===== src/hw/rtl/dsmq_pkg.sv =====
// Shared types and constants of the deadline-sorted message queue.
`default_nettype none

package dsmq_pkg;

  localparam int unsigned HANDLE_W = 8;
  localparam int unsigned NAME_W   = 16;
  localparam int unsigned TIME_W   = 48;
  localparam int unsigned POLL_W   = 16;
  localparam int unsigned ACTION_W = 2;
  localparam int unsigned STATUS_W = 3;

  localparam int unsigned IN_DATA_W  = 120;
  localparam int unsigned OUT_DATA_W = 80;

  localparam logic [POLL_W-1:0] POLL_RESET = 16'd30000;

  // Operation carried with each input item.
  typedef enum logic [ACTION_W-1:0] {
    ACT_INSERT = 2'd0,
    ACT_DELETE = 2'd1,
    ACT_POP    = 2'd2,
    ACT_STOP   = 2'd3
  } action_e;

  // Outcome reported with each result item.
  typedef enum logic [STATUS_W-1:0] {
    ST_OK      = 3'd0,
    ST_QUIT    = 3'd1,
    ST_FULL    = 3'd2,
    ST_EMPTY   = 3'd3,
    ST_NOT_DUE = 3'd4
  } status_e;

  // One stored queue entry.
  typedef struct packed {
    logic [TIME_W-1:0]   due;
    logic [NAME_W-1:0]   name;
    logic [HANDLE_W-1:0] handle;
  } entry_t;

  // Result of the shared subtract and compare unit.
  typedef struct packed {
    logic [TIME_W-1:0] diff;
    logic              borrow;
    logic              zero;
  } sub_res_t;

endpackage

`default_nettype wire


===== src/hw/rtl/dsmq_sub.sv =====
// Shared 48-bit subtract and compare unit of the queue sequencer.
`default_nettype none

module dsmq_sub
  import dsmq_pkg::*;
(
  input  logic [TIME_W-1:0] a_i,
  input  logic [TIME_W-1:0] b_i,
  output sub_res_t          res_o
);

  logic [TIME_W:0] full_diff;

  // One extra bit catches the borrow out of the top.
  assign full_diff    = {1'b0, a_i} - {1'b0, b_i};
  assign res_o.diff   = full_diff[TIME_W-1:0];
  assign res_o.borrow = full_diff[TIME_W];
  assign res_o.zero   = (full_diff[TIME_W-1:0] == '0);

endmodule

`default_nettype wire


===== src/hw/rtl/dsmq_ram.sv =====
// Entry store of the queue: one write port and one registered read port.
`default_nettype none

module dsmq_ram
  import dsmq_pkg::*;
#(
  parameter int unsigned DEPTH = 16,
  parameter int unsigned AW    = $clog2(DEPTH)
) (
  input  logic          clk_i,
  input  logic          we_i,
  input  logic [AW-1:0] waddr_i,
  input  entry_t        wdata_i,
  input  logic [AW-1:0] raddr_i,
  output entry_t        rdata_o
);

  entry_t mem [DEPTH];
  entry_t rdata_q;

  // Write port.
  always_ff @(posedge clk_i) begin
    if (we_i) begin
      mem[waddr_i] <= wdata_i;
    end
  end

  // Registered read port.
  always_ff @(posedge clk_i) begin
    rdata_q <= mem[raddr_i];
  end

  assign rdata_o = rdata_q;

endmodule

`default_nettype wire


===== src/hw/rtl/deadline_sorted_message_queue.sv =====
// Top level of the deadline-sorted message queue: sequencer, flags and stream ports.
//
// Commands arrive on the s_axis channel, one transfer per command: tuser holds the
// action (insert, delete by name, pop if due, stop), tdata the handle, name, due
// time and current time. Each command returns exactly one transfer on m_axis with
// the status in tuser and the popped handle, name, wait time and wake flag in tdata.
// The idle poll interval is written through the cfg channel, which is always ready.
//
// Commands are worked one at a time; s_axis_tready is low while one is in progress.
// Entries sit in a memory with one read and one write port, and the sequencer walks
// them one entry per cycle, using a single 48-bit subtract and compare unit.
// Insert walks the entries that move; delete visits every stored entry; pop checks
// the head and, when it is taken, shifts the remaining entries down. Stop and
// commands rejected at once go straight to the finish state, which loads the output
// register: m_axis_tvalid and s_axis_tready rise together right after it.
//
// Reset empties the queue, clears the blocked and quit flags and sets the poll
// interval to 30000. While m_axis is stalled the result holds, the next command is
// still accepted, and its result waits in the sequencer until the output frees up.
`default_nettype none

module deadline_sorted_message_queue
  import dsmq_pkg::*;
#(
  parameter int unsigned QUEUE_DEPTH = 16
) (
  input  logic                  clk_i,
  input  logic                  rst_ni,

  input  logic                  cfg_valid_i,
  output logic                  cfg_ready_o,
  input  logic [POLL_W-1:0]     cfg_data_i,     // idle_poll_ms

  input  logic                  s_axis_tvalid,
  output logic                  s_axis_tready,
  // msg_handle [7:0], msg_name [23:8], due_ms [71:24], now_ms [119:72]
  input  logic [IN_DATA_W-1:0]  s_axis_tdata,
  input  logic [ACTION_W-1:0]   s_axis_tuser,   // action [1:0]

  output logic                  m_axis_tvalid,
  input  logic                  m_axis_tready,
  // out_handle [7:0], out_name [23:8], wait_ms [71:24], wake [72], zero [79:73]
  output logic [OUT_DATA_W-1:0] m_axis_tdata,
  output logic [STATUS_W-1:0]   m_axis_tuser    // status [2:0]
);

  localparam int unsigned IW = $clog2(QUEUE_DEPTH);
  localparam int unsigned CW = $clog2(QUEUE_DEPTH + 1);

  typedef enum logic [2:0] {
    S_IDLE,
    S_INS_WALK,
    S_INS_HEAD,
    S_DEL_WALK,
    S_POP_CHK,
    S_POP_SHIFT,
    S_FINISH
  } state_e;

  typedef struct packed {
    status_e             status;
    logic [HANDLE_W-1:0] handle;
    logic [NAME_W-1:0]   name;
    logic [TIME_W-1:0]   wait_ms;
    logic                wake;
  } result_t;

  state_e              state_q, state_d;
  logic [CW-1:0]       count_q, count_d;
  logic [IW-1:0]       ptr_q, ptr_d;
  logic [CW-1:0]       wr_q, wr_d;
  logic                blocked_q, blocked_d;
  logic                quit_q, quit_d;
  logic [POLL_W-1:0]   poll_q;
  entry_t              item_q, item_d;
  logic [TIME_W-1:0]   now_q, now_d;
  result_t             res_q, res_d;
  result_t             out_q, out_d;
  logic                out_valid_q, out_valid_d;

  logic                in_xfer;
  entry_t              in_entry;
  action_e             in_action;
  logic [CW-1:0]       cnt_m1;
  logic [IW-1:0]       last_idx;
  logic [IW-1:0]       ptr_p1;
  logic [IW-1:0]       ptr_m1;

  logic                mem_we;
  logic [IW-1:0]       mem_waddr;
  entry_t              mem_wdata;
  logic [IW-1:0]       mem_raddr;
  entry_t              mem_rdata;

  logic [TIME_W-1:0]   sub_a, sub_b;
  sub_res_t            sub_res;

  // Input unpacking.
  assign in_xfer         = s_axis_tvalid && s_axis_tready;
  assign in_action       = action_e'(s_axis_tuser);
  assign in_entry.handle = s_axis_tdata[7:0];
  assign in_entry.name   = s_axis_tdata[23:8];
  assign in_entry.due    = s_axis_tdata[71:24];

  assign s_axis_tready = (state_q == S_IDLE);
  assign cfg_ready_o   = 1'b1;

  // Index helpers.
  assign cnt_m1   = count_q - CW'(1);
  assign last_idx = cnt_m1[IW-1:0];
  assign ptr_p1   = ptr_q + IW'(1);
  assign ptr_m1   = ptr_q - IW'(1);

  // Entry store.
  dsmq_ram #(
    .DEPTH (QUEUE_DEPTH),
    .AW    (IW)
  ) u_ram (
    .clk_i   (clk_i),
    .we_i    (mem_we),
    .waddr_i (mem_waddr),
    .wdata_i (mem_wdata),
    .raddr_i (mem_raddr),
    .rdata_o (mem_rdata)
  );

  // Shared subtractor: due minus now for pops, new due minus stored due for inserts.
  always_comb begin
    if (state_q == S_POP_CHK) begin
      sub_a = mem_rdata.due;
      sub_b = now_q;
    end else begin
      sub_a = item_q.due;
      sub_b = mem_rdata.due;
    end
  end

  dsmq_sub u_sub (
    .a_i   (sub_a),
    .b_i   (sub_b),
    .res_o (sub_res)
  );

  // Sequencer next-state logic.
  always_comb begin
    state_d     = state_q;
    count_d     = count_q;
    ptr_d       = ptr_q;
    wr_d        = wr_q;
    blocked_d   = blocked_q;
    quit_d      = quit_q;
    item_d      = item_q;
    now_d       = now_q;
    res_d       = res_q;
    out_d       = out_q;
    out_valid_d = out_valid_q;
    mem_we      = 1'b0;
    mem_waddr   = '0;
    mem_wdata   = item_q;
    mem_raddr   = '0;

    // Output register drains on a transfer.
    if (out_valid_q && m_axis_tready) begin
      out_valid_d = 1'b0;
    end

    case (state_q)
      S_IDLE: begin
        if (in_xfer) begin
          item_d = in_entry;
          now_d  = s_axis_tdata[119:72];
          res_d  = '0;
          case (in_action)
            ACT_INSERT: begin
              if (quit_q) begin
                res_d.status = ST_QUIT;
                state_d      = S_FINISH;
              end else if (count_q == CW'(QUEUE_DEPTH)) begin
                res_d.status = ST_FULL;
                state_d      = S_FINISH;
              end else if (count_q == '0) begin
                state_d = S_INS_HEAD;
              end else begin
                // Walk from the tail toward the head.
                mem_raddr = last_idx;
                ptr_d     = last_idx;
                state_d   = S_INS_WALK;
              end
            end
            ACT_DELETE: begin
              if (count_q == '0) begin
                state_d = S_FINISH;
              end else begin
                mem_raddr = '0;
                ptr_d     = '0;
                wr_d      = '0;
                state_d   = S_DEL_WALK;
              end
            end
            ACT_POP: begin
              if (quit_q) begin
                res_d.status = ST_QUIT;
                state_d      = S_FINISH;
              end else if (count_q == '0) begin
                res_d.status  = ST_EMPTY;
                res_d.wait_ms = TIME_W'(poll_q);
                blocked_d     = 1'b1;
                state_d       = S_FINISH;
              end else begin
                mem_raddr = '0;
                state_d   = S_POP_CHK;
              end
            end
            ACT_STOP: begin
              quit_d  = 1'b1;
              state_d = S_FINISH;
            end
            default: begin
              state_d = S_FINISH;
            end
          endcase
        end
      end

      // Move one entry up per cycle until one due no later than the new one.
      S_INS_WALK: begin
        mem_we    = 1'b1;
        mem_waddr = ptr_p1;
        if ((item_q.due != '0) && !sub_res.borrow) begin
          mem_wdata = item_q;
          count_d   = count_q + CW'(1);
          state_d   = S_FINISH;
        end else begin
          mem_wdata = mem_rdata;
          if (ptr_q == '0) begin
            state_d = S_INS_HEAD;
          end else begin
            mem_raddr = ptr_m1;
            ptr_d     = ptr_m1;
          end
        end
      end

      // New entry goes to the head; a waiting pop is released.
      S_INS_HEAD: begin
        mem_we    = 1'b1;
        mem_waddr = '0;
        mem_wdata = item_q;
        count_d   = count_q + CW'(1);
        if (blocked_q) begin
          res_d.wake = 1'b1;
          blocked_d  = 1'b0;
        end
        state_d = S_FINISH;
      end

      // Compact the store, dropping every entry with the given name.
      S_DEL_WALK: begin
        mem_wdata = mem_rdata;
        mem_waddr = wr_q[IW-1:0];
        if (mem_rdata.name != item_q.name) begin
          mem_we = 1'b1;
          wr_d   = wr_q + CW'(1);
        end
        if (ptr_q == last_idx) begin
          count_d = wr_d;
          state_d = S_FINISH;
        end else begin
          mem_raddr = ptr_p1;
          ptr_d     = ptr_p1;
        end
      end

      // Head is in the read register: hand it out or report the wait.
      S_POP_CHK: begin
        if (!sub_res.borrow && !sub_res.zero) begin
          res_d.status  = ST_NOT_DUE;
          res_d.wait_ms = sub_res.diff;
          blocked_d     = 1'b1;
          state_d       = S_FINISH;
        end else begin
          res_d.handle = mem_rdata.handle;
          res_d.name   = mem_rdata.name;
          blocked_d    = 1'b0;
          if (count_q == CW'(1)) begin
            count_d = '0;
            state_d = S_FINISH;
          end else begin
            mem_raddr = IW'(1);
            ptr_d     = IW'(1);
            state_d   = S_POP_SHIFT;
          end
        end
      end

      // Move the remaining entries down by one.
      S_POP_SHIFT: begin
        mem_we    = 1'b1;
        mem_waddr = ptr_m1;
        mem_wdata = mem_rdata;
        if (ptr_q == last_idx) begin
          count_d = cnt_m1;
          state_d = S_FINISH;
        end else begin
          mem_raddr = ptr_p1;
          ptr_d     = ptr_p1;
        end
      end

      // Hand the result to the output register once it is free.
      S_FINISH: begin
        if (!out_valid_q || m_axis_tready) begin
          out_d       = res_q;
          out_valid_d = 1'b1;
          state_d     = S_IDLE;
        end
      end

      default: begin
        state_d = S_IDLE;
      end
    endcase
  end

  // State, flags, configuration and registered outputs.
  always_ff @(posedge clk_i or negedge rst_ni) begin
    if (!rst_ni) begin
      state_q     <= S_IDLE;
      count_q     <= '0;
      ptr_q       <= '0;
      wr_q        <= '0;
      blocked_q   <= 1'b0;
      quit_q      <= 1'b0;
      poll_q      <= POLL_RESET;
      item_q      <= '0;
      now_q       <= '0;
      res_q       <= '0;
      out_q       <= '0;
      out_valid_q <= 1'b0;
    end else begin
      state_q     <= state_d;
      count_q     <= count_d;
      ptr_q       <= ptr_d;
      wr_q        <= wr_d;
      blocked_q   <= blocked_d;
      quit_q      <= quit_d;
      item_q      <= item_d;
      now_q       <= now_d;
      res_q       <= res_d;
      out_q       <= out_d;
      out_valid_q <= out_valid_d;
      if (cfg_valid_i && cfg_ready_o) begin
        poll_q <= cfg_data_i;
      end
    end
  end

  // Output packing.
  assign m_axis_tvalid = out_valid_q;
  assign m_axis_tuser  = out_q.status;
  assign m_axis_tdata  = {7'b0, out_q.wake, out_q.wait_ms, out_q.name, out_q.handle};

  // The fill count never passes the capacity.
  assert property (@(posedge clk_i) disable iff (!rst_ni)
    count_q <= CW'(QUEUE_DEPTH))
    else $error("queue count exceeds capacity");

  // Once stopped, the queue stays stopped until reset.
  assert property (@(posedge clk_i) disable iff (!rst_ni)
    !$fell(quit_q))
    else $error("quit flag cleared without reset");

  // A finished result waits while the output register is held by a stalled transfer.
  assert property (@(posedge clk_i) disable iff (!rst_ni)
    (state_q == S_FINISH && out_valid_q && !m_axis_tready) |=> (state_q == S_FINISH))
    else $error("result overwrote a pending output");

  // Wake is only reported with a successful insert.
  assert property (@(posedge clk_i) disable iff (!rst_ni)
    (out_valid_q && out_q.wake) |-> (out_q.status == ST_OK && out_q.wait_ms == '0))
    else $error("wake reported with a failing result");

endmodule

`default_nettype wire


===== config.mk =====
export PLATFORM = sky130hd
export DESIGN_NAME = deadline_sorted_message_queue
export DESIGN_NICKNAME = d
export VERILOG_FILES = /design/src/hw/rtl/dsmq_pkg.sv /design/src/hw/rtl/dsmq_sub.sv /design/src/hw/rtl/dsmq_ram.sv /design/src/hw/rtl/deadline_sorted_message_queue.sv
export SDC_FILE = /design/constraint.sdc
export NUM_CORES = 2
export LEC_CHECK = 0
export BUFFER_PORTS_ARGS = -buffer_cell sky130_fd_sc_hd__buf_4
export CORE_ASPECT_RATIO = 0.9
export CORE_UTILIZATION = 40
export CTS_BUF_LIST = sky130_fd_sc_hd__clkbuf_8
export CTS_CLUSTER_DIAMETER = 120
export DETAILED_ROUTE_END_ITERATION = 10
export PLACE_DENSITY = 0.62
export SYNTH_ARGS = -nofsm -noshare
export SYNTH_HDL_FRONTEND = slang
export SYNTH_HIERARCHICAL = 1
export SYNTH_SLANG_ARGS = --single-unit

===== constraint.sdc =====
create_clock -name clk_i -period 11.1 [get_ports clk_i]
set_clock_uncertainty 0.05 [all_clocks]
set_input_delay 1.665 -clock clk_i [delete_from_list [all_inputs] [get_ports clk_i]]
set_output_delay 1.665 -clock clk_i [all_outputs]
set_load 0.01 [all_outputs]

# --- Word-level counts from Yosys, hierarchy flattened ---
# Memories as Yosys holds them, arrays and structs flattened. A register that Yosys moved wholly into a read port is not among the register bits.
# Cells that the tools add are included.
totals:
  reg_bits: 308
  ramBits: 1152
  input_bits: 143
  out_inout_bits: 86
  word_cells: 182
  memories: 1
mem_list:
  columns: ["memory", "words", "width", "rd", "rd_ports_with_merged_regs", "wr", "line", "source"]
  rows:
  - ["u_ram.mem", 16, 72, 1, 1, 1, "dsmq_ram.sv:18", "entry_t mem [DEPTH];"]
op_classes:
  addsub: 6
  n_eq_ne: 38
  n_mux: 82
  n_reduce_logical: 33
ops:
  columns: ["operator", "count"]
  rows:
  - ["$pmux W75 S2", 1]
  - ["$mux W48", 3]
  - ["$pmux W72 S2", 1]
  - ["$mux W76", 1]
  - ["$mux W4", 18]
  - ["$mux W72", 1]
  - ["$sub A48 B48 Y49", 1]
  - ["$logic_not A48 Y1", 1]
  - ["$mux W16", 3]
  - ["$reduce_bool A48 Y1", 1]
  - ["$mux W5", 9]
  - ["$pmux W4 S4", 2]
  - ["$mux W3", 9]
  - ["$pmux W5 S5", 1]
  - ["$mux W24", 1]
  - ["$ne A2 B2 Y1 const B", 12]
  - ["$mux W2", 9]
  - ["$pmux W3 S6", 1]
  - ["$ne A16 B16 Y1", 1]
  - ["$ne A3 B3 Y1 const B", 5]
  - ["$mux W1", 14]
  - ["$ne A2 B1 Y1 const B", 7]
  - ["$pmux W3 S4", 1]
  - ["$pmux W4 S3", 1]
  - ["other kinds (37)", 55]

# --- Longest topological paths before layout ---
depth:
  word_depth: 8
  depth_mapped: 30
  ltp_nobuf: 25

# --- By module ---
# The synthesis kept the hierarchy.
modules_own_cells:
  columns: ["module", "n_inst", "cells_each", "area_per_inst_um2", "seq_area_each_um2"]
  rows:
  - ["dsmq_ram", 1, 1850, 44550.2, 36034.6]
  - ["deadline_sorted_message_queue", 1, 1536, 15338.5, 7716.2]
  - ["dsmq_sub", 1, 470, 3103.0, 0.0]

# --- Worst setup path before layout ---
# OpenSTA, ideal clock, no wires.
synth_path:
  path_kind: "reg2reg"
  from: "register state_q[2]"
  to: "register u_ram/rdata_o[51] (netlist name)"
  setup_ps: 120
  t_arrival_ps: 7607
  required_time_ps: 10930
  path_slack_ps: 3323
  path_stages_with_launch: 30
  path_buffers: 5
  period_less_slack_ps: 7777
  path_cell_list: "dfrtp_1 > nor3b_1 > clkbuf_1 > clkbuf_1 > mux2_2 > ha_1 > fa_1 > nand2b_1 > a211oi_2 > o21ai_2 > xnor2_1 > or4_1 > or4b_1 > or4_1 > or4_1 > or4_1 > nor4_2 > and4_1 > or2_2 > and2_1 > nand2_1 > o21a_1 > o21a_1 > nor2_1 > buf_6 > buf_6 > buf_4 > mux4_2 > a22oi_1 > nand2_1"
synth_rtl:
  columns: ["element", "line", "source"]
  rows:
  - ["start, declared", "deadline_sorted_message_queue.sv:68", "state_e state_q, state_d;"]
  - ["start signal, assigned", "deadline_sorted_message_queue.sv:341", "state_q <= state_d;"]

==> metrics.txt <==
Worst setup SP type=register; Comb pwr share=42.5%; Leak Pwr=0.0263 µW; fin crit period=9590 ps; Inserted Clock Buffers=236; clock group share of total power=20.1%; via count=36100; worst setup path start=state_q[0]; DRC Markers=0; layout cell share with drive strength beyond 1=28.7%; worst skew pair latency=970 ps; power per cell area=335 nW/µm²; vias in the first global route=36100; Final #Nets=4382; period utilisation layout=86.4%; PortBufs=220; async set-reset flop share out of synthesis=20.1%; fillers=13400; TritonCTS sink count=1532; die area=159000 µm²; Overflow after GRT=0; Crit path largest cell delay=690 ps; Clock Tree Buf Depth=3; Seq. cell area=43800 µm²; Layout Area Growth over Synthesis=14.3%; TNS Setup=0 ps; TritonCTS clock tree=yes; distinct cell type count after synthesis=92; FP Rows=137; maxcap violations=0; die width=420 µm; setup slack at placement=1670 ps; number of setup buffers added after CTS=0; cts hold-fix bufs=0; Multi-input gate area=18000 µm²; IO Pins=229; post-synth top area share=54.9%; worst-margin pin slew=1180 ps; Worst-path clk slew=70 ps; post-CTS sizing=0; global-route wire length before repair=248000 µm; Pre-Repair DR Iteration Count=6; sequential share of power=37.4%; height of the die=378 µm; Synth warnings=6; switch share=38.7%; Worst Min Path Start=res_q[71]; Int Pwr=14800 µW; Cells after Synth=3856; normalized max-slew margin=21.3%; mapped cell area=63000 µm²; f_max=0.104 GHz; most frequent cell after synthesis=edfxtp_1; DR vias/cell=5.57; Max VDD drop=266 µV; initial antenna violation count=3; outcome=complete, no violations; initial core utilization=40.5%; list of most frequent post-synthesis cells=1152 x edfxtp_1, 637 x nand2_1, 301 x dfrtp_1; switching pwr=9320 µW; CP endpoint kind=register; wire length per cell=26.4 µm; largest net degree at the start of global routing=126; Avg Cell Area, Syn=16.3 µm²; Hold Crit Class=register to register; Critical path buffers and inverters=3; top cells by area, synth=edfxtp_1 55%, dfrtp_1 12%, mux4_2 10%; CP top delay family=simple AND/OR/NAND/NOR gates; Iter 0 DRT Violations=3356; CTS HTree Levels=4; gr usage total=21.5%; register area share after synthesis=69.5%; Post-Route WL=171000 µm; Final Hold Viols=0; RSZ-0062 raised after global routing=no; Most used DFF post-synth=edfxtp_1; Hold WS=415 ps; number of flops mapped to enable cells by yosys=1152; max-slew violations=0; Reg2Reg Launch Point=state_q[0]; final worst slack=1510 ps; Final Non-Filler Cells=6477; Yosys reg bits=1532; Core ar.=156000 µm²; Finish-stage setup viols=0; CP required=11870 ps; DP HPWL=100000 µm; worst setup path class=register to register; RePlAce Congestion=0.915; CTS Root Cell=clkbuf_8; ANT nets after route=0; Slowest-stage cell, CP=dfrtp_1; largest area contributor in the netlist=edfxtp_1; # placed instances=6026; Worst EP arrival=10370 ps; maximum net fanout on the critical path=85
==> cells in the final DEF, fill, tap and decap left out, types with 11 or more instances in the layout <==
cell type	count
xnor2_1	29
nor2_4	15
buf_4	284
nand3_1	47
clkinv_2	45
dfxtp_1	72
nand4_1	15
xor2_1	41
a21oi_1	69
nor3_1	17
dfrtp_1	301
nand2_1	636
clkbuf_8	267
a221o_1	18
nor2_1	71
inv_1	146
o21a_1	13
o21ai_0	87
nand2b_1	11
clkinv_1	30
ha_1	59
edfxtp_1	1152
a21o_1	17
nor4_1	20
a22oi_1	147
bufinv_16	17
mux2_2	256
mux4_2	288
==> power groups by stage <==
stage	clock [µW]	combinational (µW)	sequential, µW
finish	4850	10200	9000
global route	5180	11000	9090
CTS	4950	10200	9000
detailed placement	0	10100	9110
global placement	0	10000	9100
floorplan	0	7170	8740
==> routing by layer <==
metal / routed length [µm] / track usage (%) / share of wire, % / vias up
li1: - / - / - / 15500
met1: 71000 / 29.6 / 41 / 18800
met2: 82700 / 34.5 / 48 / 1431
met3: 11500 / 3.18 / 6.7 / 285
met4: 6050 / 8.42 / 3.5 / 0
met5: 0 / 0 / 0 / -
==> worst register-to-register path, delay by kind of cell, from the launching register on <==
family	cells	cell delay [ps]
simple gates	12	3800
compound gates	8	1840
buf+inv	3	1570
mux	2	1090
flops	1	690
fa+ha+maj	1	410
==> per-stage QoR <==
step                      area [µm²]  power [µW]  util, %
after floorplan                63000       15900        -
after global placement         67000       19100     43.1
after detailed placement       67000       19200     43.1
after CTS                      72000       24100     46.2
after global routing           72000       25300     46.2
final                          72000       24100     46.2
==> area by class of cell <==
cell class                      count  area share [%]
Antenna cell                        3          0.0104
Clock buffer                      267            5.11
Clock inverter                    181            1.78
Inverter                           73           0.381
Multi-Input combinational cell   2042            25.1
Sequential cell                  1532            60.8
Tap cell                         2085            3.62
Timing Repair Buffer              294            3.23
==> sequential cells by signal (all words and copies together) (netlist names), 3 cells and up <==
| signal | count |
|---|---|
| wr_q | 5 |
| ptr_q | 4 |
| now_q | 48 |
| state_q | 3 |
| count_q | 5 |
| res_q | 76 |
| u_ram/rdata_o | 72 |
| m_axis_tdata | 73 |
| item_q | 72 |
| poll_q | 16 |
| m_axis_tuser | 3 |
| u_ram/mem | 1152 |
==> cells by family after synthesis <==
| logic type | share of synthesized area [%] |
|---|---|
| compound gates | 4.89 |
| xor+xnor | 1.01 |
| fa+ha+maj | 1.20 |
| simple gates | 6.20 |
| mux | 15.0 |
| other cells | 0.0119 |
| buf+inv | 2.21 |
| flops | 69.5 |
==> final timing paths <==
path	cells after the start	slack, ps	endpoint
max in group asynchronous	3	8120	m_axis_tdata[52]
worst min register to register	2	410	res_q[71]
worst min-delay path	2	410	res_q[71]
worst max-delay path	26	1510	u_ram/rdata_o[7]
worst max register to register	26	1510	u_ram/rdata_o[7]
min in group asynchronous	1	630	res_q[63]
(Power assumes the default switching activity.)
